File: config.mk
export PLATFORM = sky130hd
export DESIGN_NAME = stereo_linear_resampler_core
export DESIGN_NICKNAME = d
export VERILOG_FILES = /design/src/hw/rtl/slr_pkg.sv /design/src/hw/rtl/slr_lane.sv /design/src/hw/rtl/stereo_linear_resampler_core.sv
export SDC_FILE = /design/constraint.sdc
export NUM_CORES = 2
export LEC_CHECK = 0
export ABC_CLOCK_PERIOD_IN_PS = 15700
export BUFFER_PORTS_ARGS = -buffer_cell sky130_fd_sc_hd__buf_2
export CORE_UTILIZATION = 30
export CTS_CLUSTER_SIZE = 24
export DETAILED_ROUTE_END_ITERATION = 8
export PLACE_DENSITY_LB_ADDON = 0.15
export SKIP_CTS_REPAIR_TIMING = 1
export SYNTH_ARGS = -nofsm -noshare
export SYNTH_HDL_FRONTEND = slang
export SYNTH_SLANG_ARGS = --single-unit
File: constraint.sdc
create_clock -name clock -period 15.7 [get_ports clock]
set_input_delay 0 -clock clock [delete_from_list [all_inputs] [get_ports clock]]
set_output_delay 0 -clock clock [all_outputs]
set_load 0.03 [all_outputs]
File: src/hw/rtl/slr_pkg.sv
// shared types and constants of the stereo linear resampler
package slr_pkg;

   localparam int SAMPLE_W = 16;
   localparam int STEP_W = 23;
   localparam int MAX_OUT = 64;
   localparam int CNT_W = 6;
   localparam int CSR_ADDR_W = 3;
   localparam int CSR_DATA_W = 32;

   localparam logic [STEP_W-1:0] STEP_RESET = 23'd262144;

   // register index as seen on the word-aligned address
   localparam logic REG_PHASE_STEP = 1'b0;

   typedef enum logic [1:0] {
      ST_IDLE,
      ST_EVAL,
      ST_SUM
   } state_type;

endpackage

File: src/hw/rtl/slr_lane.sv
// one channel of the interpolator: multiply stage, then shift, add and saturate
module slr_lane #(
   parameter int FRACTION_BITS = 18
) (
   input  logic                                 clock,
   input  logic                                 load,
   input  logic signed [slr_pkg::SAMPLE_W-1:0]  prev_sample,
   input  logic signed [slr_pkg::SAMPLE_W-1:0]  cur_sample,
   input  logic        [FRACTION_BITS-1:0]      frac,
   output logic signed [slr_pkg::SAMPLE_W-1:0]  sample_out
);

   localparam int DIFF_W = slr_pkg::SAMPLE_W + 1;
   localparam int PROD_W = DIFF_W + FRACTION_BITS + 1;
   localparam int SHIFT_W = PROD_W - FRACTION_BITS;
   localparam int SUM_W = SHIFT_W + 1;

   logic signed [DIFF_W-1:0]            diff;
   logic signed [FRACTION_BITS:0]       frac_ext;
   logic signed [PROD_W-1:0]            prod_in;
   logic signed [PROD_W-1:0]            prod_ff;
   logic signed [slr_pkg::SAMPLE_W-1:0] base_ff;
   logic        [SHIFT_W-1:0]           shifted;
   logic        [SUM_W-1:0]             sum;
   logic                                over_pos;
   logic                                over_neg;

   assign diff = $signed({cur_sample[slr_pkg::SAMPLE_W-1], cur_sample})
               - $signed({prev_sample[slr_pkg::SAMPLE_W-1], prev_sample});
   assign frac_ext = $signed({1'b0, frac});
   assign prod_in = diff * frac_ext;

   always_ff @(posedge clock) begin
      if (load) begin
         prod_ff <= prod_in;
         base_ff <= prev_sample;
      end
   end

   // floor shift is just dropping the fraction bits of a two's complement product
   assign shifted = prod_ff[PROD_W-1:FRACTION_BITS];
   assign sum = {shifted[SHIFT_W-1], shifted}
              + {{(SUM_W-slr_pkg::SAMPLE_W){base_ff[slr_pkg::SAMPLE_W-1]}}, base_ff};

   assign over_pos = !sum[SUM_W-1] && (sum[SUM_W-2:slr_pkg::SAMPLE_W-1] != '0);
   assign over_neg = sum[SUM_W-1] && (sum[SUM_W-2:slr_pkg::SAMPLE_W-1] != '1);

   always_comb begin
      if (over_pos) begin
         sample_out = {1'b0, {(slr_pkg::SAMPLE_W-1){1'b1}}};
      end else if (over_neg) begin
         sample_out = {1'b1, {(slr_pkg::SAMPLE_W-1){1'b0}}};
      end else begin
         sample_out = sum[slr_pkg::SAMPLE_W-1:0];
      end
   end

endmodule

File: src/hw/rtl/stereo_linear_resampler_core.sv
// top level of the stereo linear resampler: control, phase, lanes and output register
//
//   channel   direction  handshake                   payload
//   req       in         req_valid / req_ready       req_left_in, req_right_in,
//                                                    req_first_of_block
//   rsp       out        rsp_valid / rsp_ready       rsp_left_out, rsp_right_out, rsp_last
//   csr       in/out     psel, penable, pwrite       paddr, pwdata, prdata (pready tied high)
//
// a frame that only loads (block start or no previous frame) leaves the sequencer in idle
// any other frame yields n results (1 to 64), or none, stepping through the states:
//   one phase check per result plus the lane multiply, then a sum/saturate state
// the sum state waits while the output register is still full and rsp_ready is low
// reset is synchronous; it clears the phase and the previous-frame flag, step back to unity
// a new frame is taken as soon as the last result sits in the output register
module stereo_linear_resampler_core #(
   parameter int FRACTION_BITS = 18
) (
   input  logic                                   clock,
   input  logic                                   reset,

   input  logic                                   req_valid,
   output logic                                   req_ready,
   input  logic signed [slr_pkg::SAMPLE_W-1:0]    req_left_in,
   input  logic signed [slr_pkg::SAMPLE_W-1:0]    req_right_in,
   input  logic                                   req_first_of_block,

   output logic                                   rsp_valid,
   input  logic                                   rsp_ready,
   output logic signed [slr_pkg::SAMPLE_W-1:0]    rsp_left_out,
   output logic signed [slr_pkg::SAMPLE_W-1:0]    rsp_right_out,
   output logic                                   rsp_last,

   input  logic                                   psel,
   input  logic                                   penable,
   input  logic                                   pwrite,
   input  logic        [slr_pkg::CSR_ADDR_W-1:0]  paddr,
   input  logic        [slr_pkg::CSR_DATA_W-1:0]  pwdata,
   output logic        [slr_pkg::CSR_DATA_W-1:0]  prdata,
   output logic                                   pready
);

   // phase holds up to one plus a full step
   localparam int PH_W = ((FRACTION_BITS > slr_pkg::STEP_W) ?
                          FRACTION_BITS : slr_pkg::STEP_W) + 1;
   localparam logic [PH_W-1:0] ONE = PH_W'(1) << FRACTION_BITS;

   slr_pkg::state_type                  state_ff, state_in;

   logic [slr_pkg::STEP_W-1:0]          step_ff, step_in;
   logic [PH_W-1:0]                     phase_ff, phase_in;
   logic                                have_prev_ff, have_prev_in;
   logic [slr_pkg::CNT_W-1:0]           cnt_ff, cnt_in;
   logic                                last_ff, last_in;
   logic                                rsp_valid_ff, rsp_valid_in;

   logic signed [slr_pkg::SAMPLE_W-1:0] prev_left_ff, prev_left_in;
   logic signed [slr_pkg::SAMPLE_W-1:0] prev_right_ff, prev_right_in;
   logic signed [slr_pkg::SAMPLE_W-1:0] cur_left_ff;
   logic signed [slr_pkg::SAMPLE_W-1:0] cur_right_ff;
   logic signed [slr_pkg::SAMPLE_W-1:0] out_left_ff;
   logic signed [slr_pkg::SAMPLE_W-1:0] out_right_ff;
   logic                                out_last_ff;

   logic signed [slr_pkg::SAMPLE_W-1:0] lane_left;
   logic signed [slr_pkg::SAMPLE_W-1:0] lane_right;

   logic                                accept;
   logic                                load_only;
   logic                                phase_lt_one;
   logic [PH_W-1:0]                     next_phase;
   logic                                out_free;
   logic                                emit;
   logic                                out_load;
   logic                                finish;
   logic                                csr_write;

   // ---------------------------------------------------------------------
   // configuration port
   // ---------------------------------------------------------------------
   assign pready = 1'b1;
   assign csr_write = psel && penable && pwrite && pready;

   always_comb begin
      step_in = step_ff;
      if (csr_write && (paddr[2] == slr_pkg::REG_PHASE_STEP)) begin
         step_in = pwdata[slr_pkg::STEP_W-1:0];
      end
   end

   always_comb begin
      if (paddr[2] == slr_pkg::REG_PHASE_STEP) begin
         prdata = {{(slr_pkg::CSR_DATA_W-slr_pkg::STEP_W){1'b0}}, step_ff};
      end else begin
         prdata = '0;
      end
   end

   // ---------------------------------------------------------------------
   // datapath decisions
   // ---------------------------------------------------------------------
   assign accept = req_valid && req_ready;
   // block start, or nothing to interpolate from yet: just load the frame
   assign load_only = accept && (req_first_of_block || !have_prev_ff);
   assign phase_lt_one = (phase_ff < ONE);
   assign next_phase = phase_ff + PH_W'(step_ff);
   // output register can take a new result this cycle
   assign out_free = !rsp_valid_ff || rsp_ready;

   // ---------------------------------------------------------------------
   // sequencer: next state
   // ---------------------------------------------------------------------
   always_comb begin
      state_in = state_ff;
      case (state_ff)
         slr_pkg::ST_IDLE: begin
            if (accept && !load_only) begin
               state_in = slr_pkg::ST_EVAL;
            end
         end
         slr_pkg::ST_EVAL: begin
            if (phase_lt_one) begin
               state_in = slr_pkg::ST_SUM;
            end else begin
               state_in = slr_pkg::ST_IDLE;
            end
         end
         slr_pkg::ST_SUM: begin
            if (out_free) begin
               state_in = last_ff ? slr_pkg::ST_IDLE : slr_pkg::ST_EVAL;
            end
         end
         default: begin
            state_in = slr_pkg::ST_IDLE;
         end
      endcase
   end

   // ---------------------------------------------------------------------
   // sequencer: outputs
   // ---------------------------------------------------------------------
   always_comb begin
      req_ready = 1'b0;
      emit = 1'b0;
      out_load = 1'b0;
      finish = 1'b0;
      case (state_ff)
         slr_pkg::ST_IDLE: begin
            req_ready = 1'b1;
         end
         slr_pkg::ST_EVAL: begin
            // phase below one: launch both lane multiplies, else the frame is done
            emit = phase_lt_one;
            finish = !phase_lt_one;
         end
         slr_pkg::ST_SUM: begin
            out_load = out_free;
            finish = out_free && last_ff;
         end
         default: begin
            req_ready = 1'b0;
         end
      endcase
   end

   // ---------------------------------------------------------------------
   // phase, count and frame bookkeeping
   // ---------------------------------------------------------------------
   always_comb begin
      phase_in = phase_ff;
      have_prev_in = have_prev_ff;
      cnt_in = cnt_ff;
      last_in = last_ff;
      prev_left_in = prev_left_ff;
      prev_right_in = prev_right_ff;

      if (load_only) begin
         phase_in = '0;
         have_prev_in = 1'b1;
         prev_left_in = req_left_in;
         prev_right_in = req_right_in;
      end else if (accept) begin
         cnt_in = '0;
      end

      if (emit) begin
         phase_in = next_phase;
         cnt_in = cnt_ff + slr_pkg::CNT_W'(1);
         // final result when the phase reaches one or the per-frame cap is hit
         last_in = (next_phase >= ONE) || (cnt_ff == slr_pkg::CNT_W'(slr_pkg::MAX_OUT - 1));
      end

      if (finish) begin
         // subtract one; a capped frame that never reached one restarts at zero
         phase_in = (phase_ff >= ONE) ? (phase_ff - ONE) : '0;
         prev_left_in = cur_left_ff;
         prev_right_in = cur_right_ff;
      end
   end

   // output register: merge of both lanes plus the last marker
   always_comb begin
      rsp_valid_in = rsp_valid_ff;
      if (out_load) begin
         rsp_valid_in = 1'b1;
      end else if (rsp_ready) begin
         rsp_valid_in = 1'b0;
      end
   end

   // ---------------------------------------------------------------------
   // registers
   // ---------------------------------------------------------------------
   always_ff @(posedge clock) begin
      if (reset) begin
         state_ff <= slr_pkg::ST_IDLE;
         step_ff <= slr_pkg::STEP_RESET;
         phase_ff <= '0;
         have_prev_ff <= 1'b0;
         cnt_ff <= '0;
         last_ff <= 1'b0;
         rsp_valid_ff <= 1'b0;
      end else begin
         state_ff <= state_in;
         step_ff <= step_in;
         phase_ff <= phase_in;
         have_prev_ff <= have_prev_in;
         cnt_ff <= cnt_in;
         last_ff <= last_in;
         rsp_valid_ff <= rsp_valid_in;
      end
   end

   // sample payload, only read once loaded
   always_ff @(posedge clock) begin
      prev_left_ff <= prev_left_in;
      prev_right_ff <= prev_right_in;
      if (accept) begin
         cur_left_ff <= req_left_in;
         cur_right_ff <= req_right_in;
      end
      if (out_load) begin
         out_left_ff <= lane_left;
         out_right_ff <= lane_right;
         out_last_ff <= last_ff;
      end
   end

   // ---------------------------------------------------------------------
   // one interpolation lane per channel
   // ---------------------------------------------------------------------
   slr_lane #(
      .FRACTION_BITS (FRACTION_BITS)
   ) u_lane_left (
      .clock       (clock),
      .load        (emit),
      .prev_sample (prev_left_ff),
      .cur_sample  (cur_left_ff),
      .frac        (phase_ff[FRACTION_BITS-1:0]),
      .sample_out  (lane_left)
   );

   slr_lane #(
      .FRACTION_BITS (FRACTION_BITS)
   ) u_lane_right (
      .clock       (clock),
      .load        (emit),
      .prev_sample (prev_right_ff),
      .cur_sample  (cur_right_ff),
      .frac        (phase_ff[FRACTION_BITS-1:0]),
      .sample_out  (lane_right)
   );

   assign rsp_valid = rsp_valid_ff;
   assign rsp_left_out = out_left_ff;
   assign rsp_right_out = out_right_ff;
   assign rsp_last = out_last_ff;

endmodule

# ---- Yosys cells after proc, flatten, opt, wreduce, memory -nomap -nowiden
# Index checks and enable logic that the tools add are counted.
dict set report classes {
  mux 25
  mul 2
  order_cmp 3
  n_eq_ne 8
  shift 0
  n_div 0
  bitwise_logic 1
  add_sub_neg 7
  n_reduce_logical 29
}
# cell count
set ops {}
lappend ops {{$mux 16} 6}
lappend ops {{$mux 24} 4}
lappend ops {{$mul 17x19->36} 2}
lappend ops {{$ge 24x19->1 const B} 2}
lappend ops {{$add 18x16->19} 2}
lappend ops {{$sub 16x16->17} 2}
lappend ops {{$add 24x23->24} 1}
lappend ops {{$lt 24x19->1 const B} 1}
lappend ops {{$sub 24x19->24 const B} 1}
lappend ops {{$mux 23} 1}
lappend ops {{$mux 6} 3}
lappend ops {{$logic_and 1x1->1} 11}
lappend ops {{$reduce_bool 3->1} 3}
lappend ops {{$add 6x1->6 const B} 1}
lappend ops {{$eq 6x6->1 const B} 1}
lappend ops {{$logic_not 1->1} 6}
lappend ops {{$mux 1} 6}
lappend ops {{$mux 2} 3}
lappend ops {{$ne 3x3->1 const B} 2}
lappend ops {{$pmux 2 s3} 1}
lappend ops {{$reduce_bool 2->1} 3}
lappend ops {{$ne 2x2->1 const B} 2}
lappend ops {{$reduce_and 2->1} 2}
lappend ops {{$logic_or 1x1->1} 3}
lappend ops {{other kinds (6)} 6}
dict set report word_totals {
  in_bits 75
  latchBits 0
  mem_bits_rw 0
  word_cells 93
  output_inout_bits 68
  memories 0
  rom_bits 0
  reg_bits 259
}

# ---- Depth between registers and ports, before layout
dict set report logic_depth {
  depth_word 8
  depth_mapped 36
  mapped_depth_nobuf 34
}

# ---- Cells and area by module
# A second synthesis with hierarchy kept.
dict set report hier_totals {
  hier_cells 3478
  hier_area_um2 32895.3
}
# module instances area_per_inst_um2 cells_each seq_area_each_um2
set by_module_without_submodules {}
lappend by_module_without_submodules {{slr_lane (u_lane_right)} 1 13197.7 1471 1021.0}
lappend by_module_without_submodules {{slr_lane (u_lane_left)} 1 12550.8 1381 1021.0}
lappend by_module_without_submodules {stereo_linear_resampler_core 1 7146.9 626 4073.9}

# ---- Worst setup path after synthesis
# OpenSTA, ideal clock, no wires.
dict set report synth_path {
  path_type {reg-to-reg}
  start {register prev_left_ff[0] (netlist bit)}
  end {register u_lane_left.prod_ff[35], data pin}
  required_time_ns 15.440
  n_path_buf 1
  t_arrival_ns 7.739
  stages_incl_launch_ff 34
  period_less_slack_ns 7.999
  slack_ns 7.701
  setup_ns 0.260
  cell_sequence {edfxtp_1 -> ha_1 -> fa_1 -> nor2b_1 -> o21ai_0 -> a21boi_1 -> o21a_1 -> o21a_1 -> o2111ai_1 -> nor3b_1 -> xnor2_1 -> clkbuf_1 -> nand2_1 -> fa_1 -> inv_1 -> fa_1 -> inv_1 -> fa_1 -> inv_1 -> fa_1 -> fa_1 -> inv_1 -> fa_1 -> inv_1 -> ha_1 -> a211oi_1 -> nand2_1 -> a211o_1 -> o2111ai_1 -> o21ai_0 -> a211oi_1 -> o21ai_0 -> a31oi_1 -> xnor2_1}
}
dict set report synth_between {
  elab_chain_len 2
}
# item line
set synth_lines {}
lappend synth_lines {{from (decl)} stereo_linear_resampler_core.sv:56} ;# logic signed [slr_pkg::SAMPLE_W-1:0] prev_left_ff, prev_left_in;
lappend synth_lines {{from (signal assigned)} stereo_linear_resampler_core.sv:235} ;# prev_left_ff <= prev_left_in;
lappend synth_lines {{$sub 16x16->17} slr_lane.sv:29} ;# - $signed({prev_sample[slr_pkg::SAMPLE_W-1], prev_sample});
lappend synth_lines {{$mul 17x19->36} slr_lane.sv:31} ;# assign prod_in = diff * frac_ext;
lappend synth_lines {{net u_lane_left.prod_in[35]} slr_lane.sv:20} ;# logic signed [PROD_W-1:0] prod_in;
lappend synth_lines {{to (signal assigned)} slr_lane.sv:35} ;# prod_ff <= prod_in;
lappend synth_lines {{to (decl)} slr_lane.sv:21} ;# logic signed [PROD_W-1:0] prod_ff;
# The timed path passes the listed nets, and every way through them passes these cells.
# A chain may end at the register's enable or synchronous reset.

# ---- Worst setup path in the final report
dict set report layout_path {
  start {register prev_right_ff[0] (netlist bit)}
  end {register u_lane_right.prod_ff[32], data pin}
}
dict set report layout_between {
  elab_chain_len 2
}
# item line
set layout_lines {}
lappend layout_lines {{from (decl)} stereo_linear_resampler_core.sv:57} ;# logic signed [slr_pkg::SAMPLE_W-1:0] prev_right_ff, prev_right_in;
lappend layout_lines {{from (signal assigned)} stereo_linear_resampler_core.sv:236} ;# prev_right_ff <= prev_right_in;
lappend layout_lines {{$sub 16x16->17} slr_lane.sv:29}
lappend layout_lines {{$mul 17x19->36} slr_lane.sv:31}
lappend layout_lines {{net u_lane_right.prod_in[32]} slr_lane.sv:20}
lappend layout_lines {{to (signal assigned)} slr_lane.sv:35}
lappend layout_lines {{to (decl)} slr_lane.sv:21}
# The timed path passes the listed nets, and every way through them passes these cells.

==> impl_metrics.json <==
{
  "cp_max_fo": 9,
  "seqCellArea_sq_um": 6120,
  "fillCellCount": 11900,
  "rsz0062_at_grt": "no",
  "synth_top_flop_cell": "edfxtp_1",
  "cp-end-kind": "flip-flop",
  "first_global_vias": 26600,
  "post_drt_via_cell_ratio": 4.85,
  "cp.required_ns": 16.02,
  "clk_latency_ns": 0.58,
  "cts_tree": "yes",
  "powerDensity_nw_per_um2": 103,
  "cp_slowest_cell": "nor4_2",
  "antenna_found_initial": 2,
  "p_total_mw": 3.90,
  "routedWlPerCell_um": 18.4,
  "synthCells": 3762,
  "antenna_cells": 0,
  "hold_viol": 0,
  "cts-root-buf": "clkbuf_16",
  "finalNetCount": 4765,
  "synth_area_per_cell_sq_um": 9.03,
  "rows": 123,
  "drtPass1Iterations": 5,
  "drv_cap": 0,
  "die_area_sq_um": 115000,
  "layout-drive-gt1-share_pct": 8.02,
  "gp_congestion": 0.820,
  "ys_seq_elements": 223,
  "core_sq_um": 112000,
  "post-place-cells": 5273,
  "io_buffers": 121,
  "areaGrowthSynthToFinish_pct": 11.3,
  "critPathLaunchType": "flip-flop",
  "ant_nets": 0,
  "boundaryPins": 143,
  "hpwlAfterDp_um": 74400,
  "die-height_um": 338,
  "drc": 0,
  "fin_ws_ns": 6.04,
  "finClkSkew_ns": 0.0233,
  "fmax_mhz": 104,
  "wl_um": 99100,
  "path_clk_slew_ns": 0.07,
  "place_worst_setup_slack_ns": 5.96,
  "post-route-min-period_ns": 9.66,
  "multi_input_area_sq_um": 24500,
  "slew_headroom_pct": 24.6,
  "fin_util_pct": 33.7,
  "initial_core_util_pct": 30.2,
  "die_w_um": 338,
  "synthesis.area_sq_um": 34000,
  "crit_path_frequent_cell": "fa_1",
  "holdCritPathClass": "input pin to flip-flop",
  "place_area_sq_um": 36300,
  "drtIter0Drc": 1440,
  "layout.cells.non_filler": 5379,
  "grt_pass1_wl_um": 158000,
  "overflow": 0,
  "synth-edff-count": 165,
  "async_reset_ff_share_pct": 0,
  "layout_worst_path_cycle_share_pct": 61.5,
  "numCtsBuffers": 27,
  "tightestPinTransition_ns": 1.13,
  "finalSetupViolations": 0,
  "ys_seq_area_share_pct": 18.0,
  "h-tree-depth": 1,
  "max-vdd-ir-drop_uv": 76.0,
  "hold_slack_ns": 0.000871,
  "fin_setup_tns_ns": 0,
  "ys_warn_count": 0,
  "grt_usage_pct": 17.4,
  "clk_path_buf_depth": 3,
  "design_area_sq_um": 37800,
  "crit_path_max_incr_delay_ns": 0.70,
  "outcome": "complete, no violations",
  "vias": 26100,
  "crit_type": "flip-flop to flip-flop",
  "p_leak_nw": 17.9,
  "crit_arrival_ns": 9.98,
  "grt_max_degree": 75,
  "clkSinkCount": 223,
  "slew_viol_final": 0,
  "ys_types": 84
}
[power breakdown]
group	internal, mW	switching, mW	total (mW)
combinational	0.777	1.55	2.33
clock	0.414	0.276	0.690
sequential	0.826	0.0564	0.883
[worst paths after layout]
path	from	endpoint	slack (ns)	cells after the start
worst max-delay path	prev_right_ff[0]	u_lane_right.prod_ff[32]	6.04	30
worst min-delay path	req_first_of_block	state_ff[0]	0.0009	6
worst max register to register	prev_right_ff[0]	u_lane_right.prod_ff[32]	6.04	30
worst min register to register	prev_right_ff[4]	u_lane_right.base_ff[4]	0.43	0
[cells in the final DEF (no fill, tap or decap), drive strengths merged, types with 26 or more instances in the layout]
cell type    count
or3             26
nand3           94
and3            75
and2           107
mux2            33
nor3            62
xor2            27
edfxtp         165
ha             350
clkbuf          30
nand2          419
a21o            48
inv            701
buf            197
fa             481
dlygate4sd3     57
a311oi          26
o311ai          34
a21oi          119
o21ai           86
nor2b           60
xnor2           62
o31ai           35
nor2           202
dfxtp           58
[Yosys cell counts (26+ instances only)]
| library cell | count | area (sq um) |
|---|---|---|
| xnor2_1 | 61 | 534 |
| xor2_1 | 27 | 236 |
| and3_1 | 75 | 469 |
| ha_1 | 350 | 4380 |
| dfxtp_1 | 58 | 1160 |
| a21oi_1 | 118 | 591 |
| nor2_1 | 202 | 758 |
| and2_1 | 107 | 669 |
| nor2b_1 | 60 | 375 |
| a21o_1 | 48 | 360 |
| clkbuf_1 | 166 | 623 |
| edfxtp_1 | 165 | 4950 |
| o31ai_1 | 33 | 248 |
| nand3_1 | 94 | 470 |
| mux2_2 | 32 | 360 |
| nor3_1 | 60 | 300 |
| o311ai_0 | 30 | 263 |
| o21ai_0 | 78 | 390 |
| nand2_1 | 419 | 1570 |
| fa_1 | 481 | 9630 |
| or3_1 | 26 | 163 |
| inv_1 | 695 | 2610 |
[state kept, by name, indices dropped and copies added (netlist names), 18 cells and up]
signal,count
phase_ff,24
step_ff,23
u_lane_left.prod_ff,18
u_lane_right.prod_ff,18
[layer usage]
layer | vias up | global-route usage [%] | wire length, um
li1 | 12500 | - | -
met1 | 13000 | 25.3 | 48600
met2 | 486 | 28.2 | 45100
met3 | 79 | 1.74 | 3780
met4 | 0 | 2.80 | 1650
met5 | - | 0 | 0
[kinds of logic (layout without fill, tap and decap cells)]
kind of cell,after synthesis,in the layout,synth area share [%]
compound gates,543,543,11.0
xor+xnor,89,89,2.32
fa+ha+maj,831,831,41.2
buf+inv,903,1012,10.2
flops,223,223,18.0
mux,36,36,1.18
other cells,2,10,0.0221
simple gates,1135,1135,16.0
[worst max-delay path, delay by kind of cell, from the launching register on]
| family | cells | cell delay (ns) |
|---|---|---|
| compound gates | 12 | 3.31 |
| xor+xnor | 1 | 0.14 |
| flops | 1 | 0.40 |
| buf+inv | 3 | 0.16 |
| simple gates | 5 | 1.40 |
| fa+ha+maj | 9 | 3.97 |
[final cells by class]
| cell class | instances | share of cell area [%] |
|---|---|---|
| Multi-Input combinational cell | 2644 | 64.7 |
| Clock inverter | 19 | 0.672 |
| Inverter | 709 | 7.04 |
| Tap cell | 1500 | 4.96 |
| Clock buffer | 30 | 1.82 |
| Sequential cell | 223 | 16.2 |
| Timing Repair Buffer | 254 | 4.62 |
Note: power is estimated with default switching activity, not from simulation.
